===== config.mk =====
export PLATFORM = sky130hd
export DESIGN_NAME = fhc_tracker
export DESIGN_NICKNAME = d
export VERILOG_FILES = /design/src/rtl/fhc_pkg.sv /design/src/rtl/fhc_tracker.sv
export SDC_FILE = /design/constraint.sdc
export NUM_CORES = 1
export LEC_CHECK = 0
export BUFFER_PORTS_ARGS = -buffer_cell sky130_fd_sc_hd__buf_2
export CELL_PAD_IN_SITES_DETAIL_PLACEMENT = 1
export CELL_PAD_IN_SITES_GLOBAL_PLACEMENT = 1
export CORE_ASPECT_RATIO = 2
export CORE_MARGIN = 3
export CORE_UTILIZATION = 30
export DETAILED_ROUTE_END_ITERATION = 16
export PLACE_DENSITY_LB_ADDON = 0.1
export SLEW_MARGIN = 15
export SYNTH_ARGS = -nofsm -noshare
export SYNTH_HDL_FRONTEND = slang
export SYNTH_SLANG_ARGS = --single-unit

===== constraint.sdc =====
create_clock -name clk -period 3.2 [get_ports clk]
set_input_delay 0.32 -clock clk [delete_from_list [all_inputs] [get_ports clk]]
set_output_delay 0.32 -clock clk [all_outputs]
set_load 0.02 [all_outputs]

===== src/rtl/fhc_pkg.sv =====
package fhc_pkg;

    localparam logic [15:0] CRC_SEED     = 16'hFFFF;
    localparam logic [15:0] CRC_POLY     = 16'h1021;
    localparam logic [3:0]  HEADER_BYTES = 4'd10;
    localparam logic [3:0]  CRC_START    = 4'd6;
    localparam logic [3:0]  CRC_HI_POS   = 4'd4;
    localparam logic [3:0]  CRC_LO_POS   = 4'd5;

    localparam logic [1:0] STATUS_OK       = 2'd0;
    localparam logic [1:0] STATUS_SHORT    = 2'd1;
    localparam logic [1:0] STATUS_CRC_FAIL = 2'd2;

    typedef struct packed {
        logic [1:0]  status;
        logic [31:0] key_length;
        logic [15:0] computed_crc;
    } fhc_result_t;

    typedef struct packed {
        logic        valid;
        fhc_result_t result;
    } fhc_result_beat_t;

    // one byte of crc-16/ccitt-false, msb first
    function automatic logic [15:0] crc_byte(input logic [15:0] crc, input logic [7:0] b);
        logic [15:0] c;
        c = crc ^ {b, 8'h00};
        for (int k = 0; k < 8; k++)
        begin
            if (c[15])
            begin
                c = {c[14:0], 1'b0} ^ CRC_POLY;
            end
            else
            begin
                c = {c[14:0], 1'b0};
            end
        end
        return c;
    endfunction

endpackage


===== src/rtl/fhc_tracker.sv =====
module fhc_tracker
    import fhc_pkg::*;
(
    input  logic             clk,
    input  logic             rst_n,
    input  logic             accept,
    input  logic [7:0]       frame_byte,
    input  logic             last_byte,
    output fhc_result_beat_t beat
);

    logic [3:0]  pos_reg;
    logic [3:0]  pos_next;
    logic [15:0] crc_reg;
    logic [15:0] crc_next;
    logic [15:0] rx_crc_reg;
    logic [15:0] rx_crc_next;
    logic [31:0] key_len_reg;
    logic [31:0] key_len_next;
    logic [1:0]  status;

    always_comb
    begin
        rx_crc_next  = rx_crc_reg;
        key_len_next = key_len_reg;
        crc_next     = crc_reg;
        pos_next     = pos_reg;
        if (pos_reg == CRC_HI_POS || pos_reg == CRC_LO_POS)
        begin
            rx_crc_next = {rx_crc_reg[7:0], frame_byte};
        end
        if (pos_reg >= CRC_START && pos_reg < HEADER_BYTES)
        begin
            key_len_next = {key_len_reg[23:0], frame_byte};
        end
        if (pos_reg >= CRC_START)
        begin
            crc_next = crc_byte(crc_reg, frame_byte);
        end
        if (pos_reg < HEADER_BYTES)
        begin
            pos_next = pos_reg + 4'd1;
        end

        if (pos_next < HEADER_BYTES)
        begin
            status = STATUS_SHORT;
        end
        else if (crc_next != rx_crc_next)
        begin
            status = STATUS_CRC_FAIL;
        end
        else
        begin
            status = STATUS_OK;
        end

        beat.valid               = accept && last_byte;
        beat.result.status       = status;
        beat.result.key_length   = (status == STATUS_OK) ? key_len_next : 32'd0;
        beat.result.computed_crc = crc_next;
    end

    always_ff @(posedge clk or negedge rst_n)
    begin
        if (!rst_n)
        begin
            pos_reg     <= 4'd0;
            crc_reg     <= CRC_SEED;
            rx_crc_reg  <= 16'd0;
            key_len_reg <= 32'd0;
        end
        else if (accept)
        begin
            if (last_byte)
            begin
                pos_reg     <= 4'd0;
                crc_reg     <= CRC_SEED;
                rx_crc_reg  <= 16'd0;
                key_len_reg <= 32'd0;
            end
            else
            begin
                pos_reg     <= pos_next;
                crc_reg     <= crc_next;
                rx_crc_reg  <= rx_crc_next;
                key_len_reg <= key_len_next;
            end
        end
    end

endmodule


---- Word level (Yosys, flattened, before mapping) ----
Index checks and enable logic that the tools add are counted.
W data, S select, Z words.
operators by class
  bitwise gates (word level) .............. 9
  shift-type cells ........................ 0
  $mul .................................... 0
  eq/ne operators ......................... 3
  mux-type cells .......................... 26
  magnitude comparators ................... 3
  reduce and logical (&&, ||, !) cells .... 4
  div/mod/pow operators ................... 0
  add/subtract/negate cells ............... 1
operators with widths
  cell                   count
  $mux W16               11
  $mux W13               8
  $mux W32               3
  $not A3 Y3             8
  $ne A16 B16 Y1         1
  $xor A16 B16 Y16       1
  $eq A4 B3 Y1 const B   2
  $lt A4 B4 Y1 const B   2
  $mux W4                2
  $add A4 B1 Y4 const B  1
  $ge A4 B3 Y1 const B   1
  $mux W2                2
  $logic_and A1 B1 Y1    2
  $logic_not A2 Y1       1
  $logic_or A1 B1 Y1     1
storage, ports and cells
  memory bits (writable) .................. 0
  memories kept ........................... 0
  memory bits (read-only) ................. 0
  latch bits .............................. 0
  input bits .............................. 12
  register bits after elaboration ......... 68
  word-level logic and storage cells ...... 50

---- Logic depth before layout (Yosys ltp) ----
  depth after elaboration ................. 30
  mapped depth ............................ 13
  depth with buffers taken out ............ 9

---- Worst setup path after synthesis ----
Ideal clock, no wire load.
  path kind ............................... reg2out
  start ................................... register pos_reg[1]
  end ..................................... output beat[17] in the netlist's numbering
  data arrival time ....................... 2.853 ns
  stages on the path, launching flop included .. 13
  setup slack ............................. 0.027 ns
  buffers on the path ..................... 3
  path through ............................ dfrtp_1 inv_1 ha_1 or2_2 clkbuf_1 clkbuf_1 a21oi_1 a21oi_1 a221oi_1 a31o_2 o2111ai_1 buf_2 nor3_2
RTL lines
  element                 RTL line           text
  from (decl)             fhc_tracker.sv:12  logic [3:0] pos_reg;
  from (signal assigned)  fhc_tracker.sv:84  pos_reg <= pos_next;
  to (decl)               fhc_tracker.sv:9   output fhc_result_beat_t beat

==> results_dict.tcl <==
set metrics [dict create \
    status "finished with violations" \
    violations "negative setup slack" \
    nets 669 \
    wire_per_inst_um 20.7 \
    die-height_um 184 \
    synth_edf_count 0 \
    clock-sinks 68 \
    port_buffers 62 \
    drt_iter0_drc 127 \
    seqPwrFrac 0.325 \
    dp_hpwl_um 11700 \
    yosysTopAreaCell "dfrtp_1" \
    synth_common_cells "62 x inv_1, 53 x a21oi_1, 52 x dfrtp_1" \
    layout-drive-gt1-share 0.471 \
    reg2reg_from "pos_reg[1]$_DFFE_PN0P_" \
    comb_power_share 0.371 \
    arrival_ns 3.16 \
    dpl_worst_slack_ns -0.214 \
    power.share.clock 0.305 \
    largest_reg_flops 32 \
    path_class "flip-flop to output port" \
    dp.cells 804 \
    p_sw_w 0.00131 \
    fp.dieW_um 94.9 \
    worst_slew_pin_slew_ns 0.946 \
    via_per_inst 5.23 \
    timing.final.hold_violations 0 \
    clock.fmax_ghz 0.287 \
    skew_ns 0.00771 \
    relSlewSlack 0.369 \
    leakagePower_nw 3.48 \
    grt_start_max_net_pins 69 \
    ant_nets 0 \
    rsz0062_at_grt "true" \
    initial_utilization 0.309 \
    fillCellCount 1733 \
    synth.area.top_cells "dfrtp_1 27%, dfstp_2 8.9%, mux2i_1 8.6%" \
    regArea_um2 1720 \
    rr_worst_depth 12 \
    clk_latency_ns 0.34 \
    vias 4474 \
    dr.pass1.iters 4 \
    slew_viol_final 0 \
    async_reset_ff_frac 1.00 \
    p_int_w 0.00235 \
    syn_inst 514 \
    setup_slack_ns -0.279 \
    grt_pass1_wl_um 27600 \
    yosys_warnings 0 \
    yosys_most_used_dff "dfrtp_1" \
    drc 0 \
    drv_cap 0 \
    cts_made_buffers 9 \
    synth_cell_type_count 47 \
    crit_path_end_kind "output port" \
    h-tree-depth 3 \
    core_um2 15400 \
    ios 63 \
    syn_to_final_growth_pct 53.6 \
    ys_ff_latch 68 \
    crit_path_start "pos_reg[0]$_DFFE_PN0P_" \
    crit_required_ns 2.88 \
    period_minus_slack_ns 3.48 \
    finalSetupViolations 33 \
    syn-num-nets 530 \
    postRouteWirelength_um 17800 \
    multi_input_area_um2 3250 \
    path_max_fanout 8 \
    final_area_um2 7290 \
    p_per_area_nw_per_um2 502 \
    grt_usage 0.209 \
    insertedDiodeCount 0 \
    syn_area_um2 4740 \
    gp_congestion 0.830 \
    clkTransAtPathRegs_ns 0.06 \
    place_area_um2 5770 \
    hp-class "input port to asynchronous set/reset pin" \
    syn_avg_cell_area_um2 9.23 \
    cts_buffer_depth 2 \
    row_count 64 \
    fin_crit_sh 1.09 \
    cp-start-kind "flip-flop" \
    antenna_found_initial 0 \
    ir_worst_vdd_uv 307 \
    seq_area_frac_synth 0.363 \
    root_buffer "clkbuf_16" \
    synth.most_common_cell "inv_1" \
    finalNonFillerCells 856 \
    grt_pass1_vias 4855 \
    hold_ws_ns 0.195 \
    dieArea_um2 17500 \
    synth_top_area_frac 0.274 \
    grt-ovfl-total 0 \
    swShare 0.357 \
    cts_tree "built" \
]
## power groups by stage
| stage | registers, W | logic, W | clock network (W) |
|---|---|---|---|
| global placement | 0.00118 | 0.00105 | 0 |
| floorplan | 0.00115 | 0.000701 | 0 |
| finish | 0.00119 | 0.00135 | 0.00111 |
| detailed placement | 0.00119 | 0.00107 | 0 |
| CTS | 0.00118 | 0.00127 | 0.00113 |
| global route | 0.00122 | 0.00148 | 0.00116 |
## timing repair
action / in CTS / in global routing
pin swaps: 24 / 28
buffers inserted: 25 / 6
hold buffers: 0 / 0
gates cloned: 7 / 0
hold endpoints to repair: 0 / 0
gates resized for setup: 106 / 76
endpoints found under the setup margin: 33 / 33
## cell families (layout without fill, tap and decap cells)
family                     after synthesis  count (layout)  synth area share
AOI/OAI and AO/OA                      171             171             0.230
and+or+nand+nor                         82              83             0.116
DFF                                     68              68             0.363
xor gates and xnor gates                37              37            0.0973
muxes                                   44              44            0.0936
buffers and inverters                  108             251            0.0899
adders and majority gates                4               4            0.0105
## area by class of cell
type | instances | area share
clock buffers | 9 | 0.0309
clock inverters | 7 | 0.0134
inverters | 62 | 0.0323
multi-input cells | 339 | 0.445
flip-flops and latches | 68 | 0.236
well taps | 198 | 0.0340
repair buffers | 173 | 0.208
## worst paths after layout
check / to / slack (ns)
min: key_len_reg[20]$_DFFE_PN0P_ / 0.19
min in group clk: pos_reg[2]$_DFFE_PN0P_ / 0.40
max reg2reg: key_len_reg[22]$_DFFE_PN0P_ / 0.54
min reg2reg: crc_reg[7]$_DFFE_PN1P_ / 0.53
max: beat[27] / -0.28
max in group asynchronous: pos_reg[1]$_DFFE_PN0P_ / 2.36
## metrics by stage
| step | power (W) | util | TNS [ns] |
|---|---|---|---|
| 2_1_floorplan | 0.00185 | - | 0 |
| 3_3_place_gp | 0.00223 | 0.376 | -0.362 |
| 3_5_place_dp | 0.00226 | 0.376 | -4.33 |
| 4_1_cts | 0.00359 | 0.451 | -8.20 |
| 5_1_grt | 0.00385 | 0.474 | -10.93 |
| 6_report | 0.00366 | 0.474 | -7.61 |
## per-layer routing
metal  track usage  wire (um)  vias to the layer above  share of wire
met5             0          0                        -              0
met4        0.0868        688                        0          0.039
met3        0.0234        337                       30          0.019
met2         0.398      10100                       74           0.57
met1         0.226       6590                     2241           0.37
li1              -          -                     2129              -
## critical path: stages, from the launching register on
cell,delay (ns)
dfrtp_1,0.39
buf_4,0.15
ha_4,0.17
or2_4,0.29
a21oi_2,0.21
o21ai_0,0.20
a221oi_2,0.29
a31o_2,0.18
o2111ai_4,0.22
buf_12,0.21
buf_12,0.15
nor3_4,0.20
buf_6,0.14
## cells in the final DEF, fill, tap and decap left out, types with 4 or more instances in the layout
master / Yosys / final
buf_12: 0 / 5
mux2i_4: 0 / 5
xnor2_4: 0 / 5
mux2i_1: 41 / 33
o22a_1: 8 / 8
buf_4: 3 / 102
buf_16: 0 / 5
xnor2_2: 3 / 10
xnor3_1: 4 / 4
nor3_2: 30 / 8
o21ai_0: 8 / 7
a21oi_2: 0 / 15
dfstp_2: 16 / 16
nor2_1: 16 / 13
xnor2_1: 18 / 6
buf_2: 8 / 29
nand3_1: 4 / 4
clkbuf_16: 0 / 9
nand2_1: 11 / 10
a22oi_1: 34 / 33
xor3_1: 4 / 4
nor3_4: 0 / 25
o22ai_1: 49 / 49
xor2_1: 8 / 6
buf_6: 0 / 31
a21oi_1: 53 / 35
inv_1: 62 / 60
dfrtp_1: 52 / 51
(Power assumes the default switching activity.)
